--- config.mk ---
export PLATFORM = sky130hd
export DESIGN_NAME = lkc_ctrl
export DESIGN_NICKNAME = d
export VERILOG_FILES = /design/src/hdl/lkc_pkg.sv /design/src/hdl/lkc_ctrl.sv
export SDC_FILE = /design/constraint.sdc
export NUM_CORES = 1
export LEC_CHECK = 0
export BUFFER_PORTS_ARGS = -buffer_cell sky130_fd_sc_hd__buf_4
export CORE_MARGIN = 5
export CORE_UTILIZATION = 48
export DETAILED_ROUTE_END_ITERATION = 10
export HOLD_SLACK_MARGIN = 0.1
export PLACE_DENSITY = 0.81
export SLEW_MARGIN = 20
export SYNTH_ARGS = -nofsm -noshare
export SYNTH_HDL_FRONTEND = slang
export SYNTH_SLANG_ARGS = --single-unit
--- constraint.sdc ---
create_clock -name clk_i -period 2.7 [get_ports clk_i]
set_clock_uncertainty 0.15 [all_clocks]
set_input_delay 0.675 -clock clk_i [delete_from_list [all_inputs] [get_ports clk_i]]
set_output_delay 0.675 -clock clk_i [all_outputs]
set_load 0.05 [all_outputs]
--- src/hdl/lkc_pkg.sv ---
// ----------------------------------------------------------------------------
// lkc_pkg
// Shared types and codes for the LRU keyed cache: the controller command and
// status words, and the operation codes.
// ----------------------------------------------------------------------------
package lkc_pkg;

  localparam logic OP_LOOKUP = 1'b0;
  localparam logic OP_INSERT = 1'b1;

  // controller -> datapath
  typedef struct packed {
    logic capture;   // take the input word, restart the scan
    logic scan_inc;  // step to the next tag
    logic set_hit;   // tag matched at scan index
    logic slot_lru;  // victim is the least recent entry
    logic fill;      // insert into the next free slot
    logic take;      // slot read data is back: value, links, writes
    logic link_a;    // unlink slot from its neighbours
    logic link_b;    // relink slot at the most recent end
    logic publish;   // load the output register
  } cmd_t;

  // datapath -> controller
  typedef struct packed {
    logic insert;
    logic match;
    logic scan_last;
    logic empty;
    logic full;
    logic slot_mru;
    logic out_free;
  } sts_t;

endpackage

--- src/hdl/lkc_ctrl.sv ---
// ----------------------------------------------------------------------------
// lkc_ctrl
// Sequencer for one cache request: tag scan, slot access, recency relink and
// hand-off to the output register.
// ----------------------------------------------------------------------------
module lkc_ctrl (
  input  logic          clk_i,
  input  logic          rst_ni,
  input  logic          in_valid_i,
  output logic          in_stall_o,
  input  lkc_pkg::sts_t sts_i,
  output lkc_pkg::cmd_t cmd_o
);
  import lkc_pkg::*;

  typedef enum logic [8:0] {
    S_IDLE      = 9'b000000001,
    S_SCAN_RD   = 9'b000000010,
    S_SCAN_CMP  = 9'b000000100,
    S_MISS      = 9'b000001000,
    S_SLOT_RD   = 9'b000010000,
    S_SLOT_TAKE = 9'b000100000,
    S_LINK_A    = 9'b001000000,
    S_LINK_B    = 9'b010000000,
    S_DONE      = 9'b100000000
  } state_e;

  state_e state_q, state_d;

  always_comb begin
    state_d = state_q;
    cmd_o   = '0;
    unique case (state_q)
      S_IDLE: begin
        if (in_valid_i) begin
          cmd_o.capture = 1'b1;
          state_d = sts_i.empty ? S_MISS : S_SCAN_RD;
        end
      end
      S_SCAN_RD: state_d = S_SCAN_CMP;
      S_SCAN_CMP: begin
        if (sts_i.match) begin
          cmd_o.set_hit = 1'b1;
          state_d = S_SLOT_RD;
        end else if (sts_i.scan_last) begin
          state_d = S_MISS;
        end else begin
          cmd_o.scan_inc = 1'b1;
          state_d = S_SCAN_RD;
        end
      end
      S_MISS: begin
        if (!sts_i.insert) begin
          state_d = S_DONE;
        end else if (sts_i.full) begin
          cmd_o.slot_lru = 1'b1;
          state_d = S_SLOT_RD;
        end else begin
          cmd_o.fill = 1'b1;
          state_d = S_LINK_B;
        end
      end
      S_SLOT_RD: state_d = S_SLOT_TAKE;
      S_SLOT_TAKE: begin
        cmd_o.take = 1'b1;
        state_d = sts_i.slot_mru ? S_DONE : S_LINK_A;
      end
      S_LINK_A: begin
        cmd_o.link_a = 1'b1;
        state_d = S_LINK_B;
      end
      S_LINK_B: begin
        cmd_o.link_b = 1'b1;
        state_d = S_DONE;
      end
      S_DONE: begin
        if (sts_i.out_free) begin
          cmd_o.publish = 1'b1;
          state_d = S_IDLE;
        end
      end
      default: state_d = S_IDLE;
    endcase
  end

  always_ff @(posedge clk_i or negedge rst_ni) begin
    if (!rst_ni) begin
      state_q <= S_IDLE;
    end else begin
      state_q <= state_d;
    end
  end

  assign in_stall_o = (state_q != S_IDLE);

endmodule

; ---- Yosys cells after proc, flatten, opt, wreduce, memory -nomap -nowiden
; Index checks and enable logic that the tools add are counted.
; Widths: inputs -> output; s select.
[classes]
eq_ne = 12
n_mux = 24
reduce_logical = 1
[op_table]
columns = op, n
row1 = $pmux 9 s9, 1
row2 = $mux 9, 5
row3 = $mux 1, 12
row4 = $eq 9x1->1 const B, 1
row5 = $eq 9x2->1 const B, 1
row6 = $eq 9x3->1 const B, 1
row7 = $eq 9x4->1 const B, 1
row8 = $eq 9x5->1 const B, 1
row9 = $eq 9x6->1 const B, 1
row10 = $eq 9x7->1 const B, 1
row11 = $eq 9x8->1 const B, 1
row12 = $eq 9x9->1 const B, 1
row13 = $ne 9x1->1 const B, 1
row14 = $mux 4, 2
row15 = $mux 8, 1
row16 = $mux 2, 3
row17 = $ne 2x2->1 const B, 2
row18 = $reduce_and 2->1, 1
[totals]
reg_bits = 9
inputBits = 10
output_inout_bits = 10
word_cells = 38

; ---- Depth between registers and ports, before layout
; Gate-level depths: netlist of run 1.
[depth]
ltp_word = 3
ltp_mapped = 5
ltp_nobuf = 4

; ---- Worst setup path before layout of run 1
; OpenSTA, ideal clock, no wires.
[synth_path]
kind = register to output
start = register state_q[1]
end = output cmd_o[2] (netlist bit)
t_arrival_ns = 2.516
required_ns = 1.875
slack_ns = -0.641
stages_incl_launch_ff = 4
path_buffers = 0
cell_sequence = dfrtp_1 -> nor4_1 -> nand2b_1 -> nor4_1
[synth_rtl]
columns = item, line_no
row1 = start: declaration, lkc_ctrl.sv:28  ; state_e state_q, state_d;
row2 = start signal: assignment, lkc_ctrl.sv:90  ; state_q <= state_d;
row3 = end: declaration, lkc_ctrl.sv:12  ; output lkc_pkg::cmd_t cmd_o

==> results of run 1 <==
-- power groups by stage --
| stage | registers (W) | logic, W | clock network, W |
|---|---|---|---|
| 2_1_floorplan | 0.000191 | 0.000298 | 0 |
| 3_3_place_gp | 0.000194 | 0.000407 | 0 |
| 3_5_place_dp | 0.000195 | 0.000412 | 0 |
| 4_1_cts | 0.000195 | 0.000420 | 0.000110 |
| 5_1_grt | 0.000206 | 0.000473 | 0.000117 |
| 6_report | 0.000199 | 0.000432 | 0.000107 |
-- repair_timing --
action	4_1_cts	5_1_grt
pin swaps	0	8
endpoints found under the setup margin	4	7
endpoints found under the hold margin	8	0
gates resized for setup	4	11
hold buffers	1	0
setup buffers	0	4
-- cell type report --
type / count / area [µm²]
Clock buffer: 3 / 22.52
Sequential cell: 9 / 229.0
Tap cell: 15 / 18.77
Fill cell: 100 / 322.8
Clock inverter: 1 / 5.005
Inverter: 1 / 3.754
Multi-Input combinational cell: 59 / 431.7
Timing Repair Buffer: 28 / 235.2
-- per-layer routing --
layer | up-vias | wire [µm] | GRT usage
li1 | 329 | - | -
met1 | 300 | 682 | 0.2100
met2 | 20 | 823 | 0.2885
met3 | 2 | 88 | 0.03953
met4 | 0 | 6 | 0.06818
met5 | - | 0 | 0
-- cells in the final DEF (no fill, tap or decap), types with 3 or more instances in the layout --
cell type,count
nand2_1,3
nor3_1,6
nor2_1,8
nand2b_1,4
nor4_2,3
clkbuf_4,3
a21oi_1,3
buf_4,21
buf_6,6
dfrtp_1,6
-- final timing paths --
path	slack [ns]	endpoint	cells past startpoint	from
setup / recovery	0.07	cmd_o[6]	5	state_q[5]
hold / removal	0.41	state_q[6]	2	sts_i[1]
setup reg to reg	0.72	state_q[3]	6	state_q[6]
hold reg to reg	0.45	state_q[2]	1	state_q[8]
max in group asynchronous	1.56	state_q[0]	2	rst_ni
min in group asynchronous	0.62	state_q[6]	2	rst_ni
-- cell families after synthesis --
group,Yosys count,share of synthesized area
simple gates,46,0.4438
flops,9,0.3635
xor+xnor,2,0.02812
mux,1,0.01606
compound gates,10,0.1165
buf+inv,3,0.03211
-- synth_stat cells, types with 2 or more instances --
cell type / instances
nor3_1: 6
and3_1: 2
nor2_1: 11
nand2_1: 3
nor4_1: 4
nand3_1: 2
nor2b_1: 2
dfrtp_1: 8
or4_4: 2
or4b_2: 2
xnor2_1: 2
or4b_1: 2
nand2b_1: 4
a21oi_1: 3
-- worst max-delay path: cells and delay by family, from the launching register on --
family / cells / cell delay, ns
buf+inv: 1 / 0.16
flops: 1 / 0.45
simple gates: 4 / 0.93
-- through the flow --
stage | utilization | setup slack (ns) | std cells | cell area (µm²)
floorplan | - | -0.07054 | 71 | 643.1
global route | 0.7456 | -0.01680 | 116 | 945.9
global placement | 0.6450 | 0.2139 | 107 | 818.3
finish | 0.7456 | 0.06595 | 116 | 945.9
CTS | 0.6864 | 0.0007938 | 112 | 870.8
detailed placement | 0.6450 | 0.1841 | 107 | 818.3
==> metrics.cfg, run 1 <==
[sta]
period_minus_slack_ns = 2.634
hold_viol = 0
setup_viol = 0
maxSlewHeadroom = 0.6437
hold_ws_ns = 0.4113
worst_pin_slew_ns = 0.5271
slew_violations = 0
fmaxAchievable_ghz = 0.3796
min_period_over_period = 0.9756
setup_tns_ns = 0

[clocking]
clock_sinks = 9
clockBufferDepth = 2
cts_inserted_buffers = 3
cts_tree = done
cts_root_buf = clkbuf_4
clk_pin_slew_worst_paths_ns = 0.07
clock_latency_ns = 0.26
htreeDepth = 1

[synthesis]
syn_area_um2 = 623.1
yosysWarnings = 0
ys_ff_latch = 9
synth_cells = 71
async_flop_share = 1.000
avgSynthCellArea_um2 = 8.776
yosysTopAreaCell = dfrtp_1
synth_fp_nets = 81
synth_top_cells_by_area = dfrtp_1, nor2_1, nor3_1
synth-edff-count = 0
yosys_most_used_dff = dfrtp_1
ys_seq_area_frac = 0.3635
synth_top_area_frac = 0.3213
ys_types = 32

[global_routing]
antenna_found_initial = 0
grtUsageTotal = 0.1724
grt_pass1_wl_um = 2635
grt_max_degree = 10
grt_pass1_vias = 646
grt-ovfl-total = 0

[layout]
largest_reg_flops = 9
n_antenna_cell = 0
top_register = state_q
num-nets-final = 112
syn2layout_area_growth_pct = 51.81
reg_top3 = state_q (9)
layout-drive-gt1-share = 0.4653

[route]
drc = 0
routed-via-count = 651
drt-total-wl_um = 1601
antenna_left = 0
vias_per_cell = 5.612
routedWlPerCell_um = 13.80
firstDrtPassIters = 4
drt_iter0_drc = 9

[floorplan]
ios = 20
start_util = 0.4911
rows = 13
dieHeight_um = 46.03
core_um2 = 1269
die_area_um2 = 2119
die_w_um = 46.03

[setup_path]
startpoint_type = register
critPathMaxStageDelay_ns = 0.56
crit_chain = or4_4, nor2_4, nand2_1, nor2_2, buf_6
slowest_stage = or4_4
path_class = register to primary output
worstPathMaxFanout = 6
worstPathArrival_ns = 1.81
required_ns = 1.88
crit_path_end_kind = primary output

[power_and_ir_drop]
power_frac_clock = 0.145
switching_power_w = 0.0003397
intPower_w = 0.0003988
leakagePower_nw = 0.4315
p_total_w = 0.0007385
seqPwrFrac = 0.270
irDropWorstVdd_mv = 0.7425
power.density_nw_per_um2 = 780.7
switching_share = 0.4600
pwr-share-comb = 0.585

[placement]
dp_hpwl_um = 1217
numPortBuffers = 19
gp_congestion = 0.7989

[flow_run]
maxCapViolCount = 0

[outcome]
status = completed

[hold_path]
hold_class = input port to register

No activity file was read; power rests on OpenSTA's default activity.
==> run 2: changes to the inputs <==
--- a/config.mk
+++ b/config.mk
@@ -6,11 +6,12 @@
 export NUM_CORES = 1
 export LEC_CHECK = 0
 export BUFFER_PORTS_ARGS = -buffer_cell sky130_fd_sc_hd__buf_4
-export CORE_MARGIN = 5
-export CORE_UTILIZATION = 48
+export CORE_AREA = 5 5 42 44
+export CTS_BUF_LIST = sky130_fd_sc_hd__clkbuf_2 sky130_fd_sc_hd__clkbuf_4 sky130_fd_sc_hd__clkbuf_8
 export DETAILED_ROUTE_END_ITERATION = 10
+export DIE_AREA = 0 0 47 49
 export HOLD_SLACK_MARGIN = 0.1
-export PLACE_DENSITY = 0.81
+export PLACE_DENSITY = 0.79
 export SLEW_MARGIN = 20
 export SYNTH_ARGS = -nofsm -noshare
 export SYNTH_HDL_FRONTEND = slang
==> run 2 against run 1 <==
- register-to-register slack got worse by 0.05 ns
- worst setup slack got worse by 0.014 ns
- die area increased by 8.7%
- highest routed layer unchanged
- largest power group unchanged
- design area decreased by 4.1%
==> metrics.cfg, run 2 (same netlist as run 1, synthesis figures left out) <==
[outcome]
status = completed

[clocking]
clock_sinks = 9
clk_pin_slew_worst_paths_ns = 0.07
htreeDepth = 1
clock_latency_ns = 0.26
cts_inserted_buffers = 3
cts_root_buf = clkbuf_4
cts_tree = done
clockBufferDepth = 2
postCtsSetupBuffers = 0

[hold_path]
hold_class = input port to register

[sta]
min_period_over_period = 0.9806
rsz0062_at_grt = true
slew_violations = 0
worst_pin_slew_ns = 0.5278
period_minus_slack_ns = 2.648
hold_viol = 0
fmaxAchievable_ghz = 0.3777
maxSlewHeadroom = 0.6432
setup_viol = 0
hold_ws_ns = 0.4209

[floorplan]
start_util = 0.4446
rows = 14
die_w_um = 47
dieHeight_um = 49
die_area_um2 = 2303
core_um2 = 1401
ios = 20

[setup_path]
r2r_end = state_q[3]
reg2reg_from = state_q[4]
startpoint_type = register
ff2ff_setup_slack_ns = 0.67
worstPathMaxFanout = 7
path_class = register to primary output
crit_end = cmd_o[3]
r2r_cells = 5
crit_path_end_kind = primary output
required_ns = 1.88
worstSetupStartpoint = state_q[4]
worstPathArrival_ns = 1.82

[placement]
dp.cells = 110
dp_hpwl_um = 1330
gp_congestion = 0.8689
numPortBuffers = 19

[route]
drt-total-wl_um = 1756
vias_per_cell = 5.887
routedWlPerCell_um = 15.27
routed-via-count = 677
drc = 0
firstDrtPassIters = 4
antenna_left = 0
drt_iter0_drc = 17

[flow_run]
maxCapViolCount = 0

[layout]
syn2layout_area_growth_pct = 45.58
fin_util = 0.6473
largest_reg_flops = 9
stdcell_count = 115
top_register = state_q
n_antenna_cell = 0
layout-drive-gt1-share = 0.4444
num-nets-final = 110
reg_top3 = state_q (9)
layout.cells.most_common = buf_4
most-common-layout-cells = buf_4, nor2_1, dfrtp_1

[power_and_ir_drop]
pwr-share-comb = 0.580
switching_power_w = 0.0003420
switching_share = 0.4560
irDropWorstVdd_mv = 0.6235
intPower_w = 0.0004080
power.density_nw_per_um2 = 826.8
power_frac_clock = 0.158
leakagePower_nw = 0.4146
seqPwrFrac = 0.262

[global_routing]
grt_max_degree = 10
grt-ovfl-total = 0
antenna_found_initial = 0
grtUsageTotal = 0.1688
grt_pass1_wl_um = 2911
grt_pass1_vias = 656

run 2: timing repair:
item,in CTS,in global routing
pin swaps,0,2
resized for setup,1,7
hold endpoints to repair,8,0
setup endpoints to repair,3,6
hold buffers,1,0
run 2: cell type report:
type                    count  area, µm²
clock buffers               4      30.03
fillers                   123      494.2
inverters                   1      3.754
multi-input cells          59      421.7
flip-flops and latches      9      226.5
well taps                  16      20.02
repair buffers             26      205.2
run 2: worst min-delay path by stage:
stage	endpoint	slack [ns]	from	depth (start not counted)
final	state_q[6]	0.42	sts_i[1]	2
after global routing	state_q[6]	0.42	sts_i[1]	2
after CTS	state_q[6]	0.42	sts_i[1]	2
after detailed placement	state_q[6]	0.36	rst_ni	1
after global placement	state_q[6]	0.36	rst_ni	1
after floorplan	state_q[1]	0.23	rst_ni	0
run 2: power by group through the flow:
| stage | combinational (W) | sequential [W] | clock [W] |
|---|---|---|---|
| floorplan | 0.000298 | 0.000191 | 0 |
| global placement | 0.000415 | 0.000191 | 0 |
| detailed placement | 0.000420 | 0.000192 | 0 |
| CTS | 0.000424 | 0.000192 | 0.000119 |
| global route | 0.000479 | 0.000202 | 0.000124 |
| finish | 0.000435 | 0.000197 | 0.000118 |
run 2: metrics by stage:
step                      setup WS [ns]  setup TNS, ns  power [W]  cell area (µm²)
after global routing           -0.01192       -0.01192  0.0008054            907.1
final                           0.05233              0  0.0007500            907.1
after detailed placement         0.2447              0  0.0006122            834.6
after CTS                      0.005159              0  0.0007351            877.1
after floorplan                -0.07054        -0.1171  0.0004891            643.1
after global placement           0.2860              0  0.0006064            834.6
run 2: metal layers:
metal,part of all wire,global-route usage,vias to the layer above
met5,0,0,-
met4,0.0057,0.02765,0
met3,0.058,0.04059,2
met2,0.51,0.2964,21
met1,0.42,0.2022,328
li1,-,-,326
run 2: worst max-delay path, stage by stage (launching register included):
cell,delay [ns]
dfrtp_1,0.39
buf_4,0.17
or4b_2,0.72
nor2_2,0.12
buf_6,0.16
==> run 3: changes to the inputs <==
--- a/config.mk
+++ b/config.mk
@@ -6,12 +6,12 @@
 export NUM_CORES = 1
 export LEC_CHECK = 0
 export BUFFER_PORTS_ARGS = -buffer_cell sky130_fd_sc_hd__buf_4
-export CORE_AREA = 5 5 42 44
+export CORE_MARGIN = 5
+export CORE_UTILIZATION = 46
 export CTS_BUF_LIST = sky130_fd_sc_hd__clkbuf_2 sky130_fd_sc_hd__clkbuf_4 sky130_fd_sc_hd__clkbuf_8
 export DETAILED_ROUTE_END_ITERATION = 10
-export DIE_AREA = 0 0 47 49
 export HOLD_SLACK_MARGIN = 0.1
-export PLACE_DENSITY = 0.79
+export PLACE_DENSITY = 0.81
 export SLEW_MARGIN = 20
 export SYNTH_ARGS = -nofsm -noshare
 export SYNTH_HDL_FRONTEND = slang
==> constraint.sdc (replaced) <==
create_clock -name clk_i -period 2.2 [get_ports clk_i]
set_clock_uncertainty 0.15 [all_clocks]
set_input_delay 0.55 -clock clk_i [delete_from_list [all_inputs] [get_ports clk_i]]
set_output_delay 0.55 -clock clk_i [all_outputs]
set_load 0.05 [all_outputs]
==> run 3 against run 2 <==
- the run now ends with negative setup slack left
- first-iteration DRC count rose by 29%
- die area fell by 4.9%
- hold slack got worse by 0.12 ns
- count of clock-buffer cells in the layout did not move
- via count rose by 16%
- clock power rose by 25%
- register-to-register slack got worse by 0.54 ns
- critical endpoint is now cmd_o[6]
==> metrics.cfg, run 3 (same netlist as run 1, synthesis figures left out) <==
[outcome]
status = finished, violations left
violations = negative setup slack

[floorplan]
rows = 13
ios = 20
die_w_um = 46.81
start_util = 0.4849
die_area_um2 = 2191
dieHeight_um = 46.81
core_um2 = 1285

[setup_path]
path_class = register to primary output
required_ns = 1.50
cp_common_cell = nor2_4
crit_path_end_kind = primary output
worstPathMaxFanout = 4
slowest_stage = or4_4
crit_chain = or4_4, nor2_4, nand2_2, nor2_4, buf_6
crit_family = simple AND/OR/NAND/NOR gates
critPathMaxStageDelay_ns = 0.57
path_buf_inv = 1
startpoint_type = register
worstPathArrival_ns = 1.80

[power_and_ir_drop]
pwr-share-comb = 0.664
irDropWorstVdd_mv = 0.8113
switching_share = 0.4518
intPower_w = 0.0006611
switching_power_w = 0.0005449
power.density_nw_per_um2 = 1039
power_frac_clock = 0.122
seqPwrFrac = 0.214
leakagePower_nw = 0.5149

[clocking]
cts_tree = done
cts_inserted_buffers = 3
cts_root_buf = clkbuf_4
clock_latency_ns = 0.27
clockBufferDepth = 2
htreeDepth = 1
clock_sinks = 9
clk_pin_slew_worst_paths_ns = 0.07

[global_routing]
grtUsageTotal = 0.2276
grt_pass1_vias = 778
grt_max_degree = 10
antenna_found_initial = 0
grt-ovfl-total = 0
grt_pass1_wl_um = 3477

[route]
firstDrtPassIters = 4
drt_iter0_drc = 22
routed-wl-met3_um = 141
top_layer = met4
drc = 0
routedWlPerCell_um = 20.40
wl_met2_um = 1448
antenna_left = 0
vias_per_cell = 6.008
drt-total-wl_um = 2673
wl_met1_um = 966
routed-via-count = 787

[sta]
fmaxAchievable_ghz = 0.3992
rsz0062_at_grt = true
slew_violations = 0
maxSlewHeadroom = 0.6830
period_minus_slack_ns = 2.505
hold_viol = 0
setup_viol = 10
min_period_over_period = 1.139
worst_pin_slew_ns = 0.4695
setup_ws_ns = -0.3049
setup_tns_ns = -2.325
hold_ws_ns = 0.3025

[layout]
most-common-layout-cells = buf_4, nor2_1, nor3_1, buf_6
syn2layout_area_growth_pct = 86.34
layout-drive-gt1-share = 0.6207
num-nets-final = 127
nFillCells = 52
top_register = state_q
n_antenna_cell = 0
layout.cells.most_common = buf_4
largest_reg_flops = 9
reg_top3 = state_q (9)
stdcell_count = 131

[placement]
dp.cells = 120
numPortBuffers = 19
gp_congestion = 0.8418
dp_hpwl_um = 1470
dpl_worst_slack_ns = -0.06467

[hold_path]
hold_class = input port to register

[flow_run]
maxCapViolCount = 0

[run 3: cell type report]
type,instances,area (µm²),area share
Sequential cell,9,231.5,0.1994
Inverter,1,3.754,0.003233
Timing Repair Buffer,43,377.9,0.3254
Clock buffer,4,30.03,0.02586
Tap cell,15,18.77,0.01616
Multi-Input combinational cell,59,499.2,0.4300
[run 3: per-stage QoR]
| step | instance area (µm²) | utilization | power, W |
|---|---|---|---|
| 2_1_floorplan | 720.7 | - | 0.0006566 |
| 3_3_place_gp | 993.5 | 0.7731 | 0.0008715 |
| 3_5_place_dp | 993.5 | 0.7731 | 0.0008836 |
| 4_1_cts | 1132 | 0.8812 | 0.001127 |
| 5_1_grt | 1161 | 0.9036 | 0.001261 |
| 6_report | 1161 | 0.9036 | 0.001206 |
[run 3: timing repair]
item                                    4_1_cts  5_1_grt
gates resized for setup                      17        6
hold buffers                                  1        0
pin swaps                                     4        3
endpoints found under the hold margin         8        0
endpoints found under the setup margin       10       10
setup buffers                                 4        2
[run 3: worst reg2reg max path, cell delays in order, from the launching register on]
cell and delay [ns]:
dfrtp_2 0.45, or4_4 0.57, buf_4 0.16, or4_4 0.48
a21oi_2 0.18
[run 3: worst paths after layout]
path / startpoint / endpoint / slack, ns / depth (start not counted)
max: state_q[5] / cmd_o[6] / -0.30 / 5
min: sts_i[1] / state_q[6] / 0.30 / 2
max reg2reg: state_q[5] / state_q[0] / 0.13 / 4
min reg2reg: state_q[8] / state_q[2] / 0.48 / 1
max in group asynchronous: rst_ni / state_q[0] / 1.19 / 2
min in group asynchronous: rst_ni / state_q[6] / 0.49 / 2
[run 3: routing by layer]
| layer | vias up | global-route usage |
|---|---|---|
| li1 | 361 | - |
| met1 | 375 | 0.2530 |
| met2 | 39 | 0.4092 |
| met3 | 12 | 0.04981 |
| met4 | 0 | 0.1050 |
| met5 | - | 0 |
[run 3: power by group through the flow]
stage / registers, W / clock network [W] / logic, W
finish: 0.000258 / 0.000147 / 0.000801
global route: 0.000264 / 0.000153 / 0.000843
CTS: 0.000252 / 0.000147 / 0.000727
detailed placement: 0.000248 / 0 / 0.000635
global placement: 0.000246 / 0 / 0.000625
floorplan: 0.000243 / 0 / 0.000414
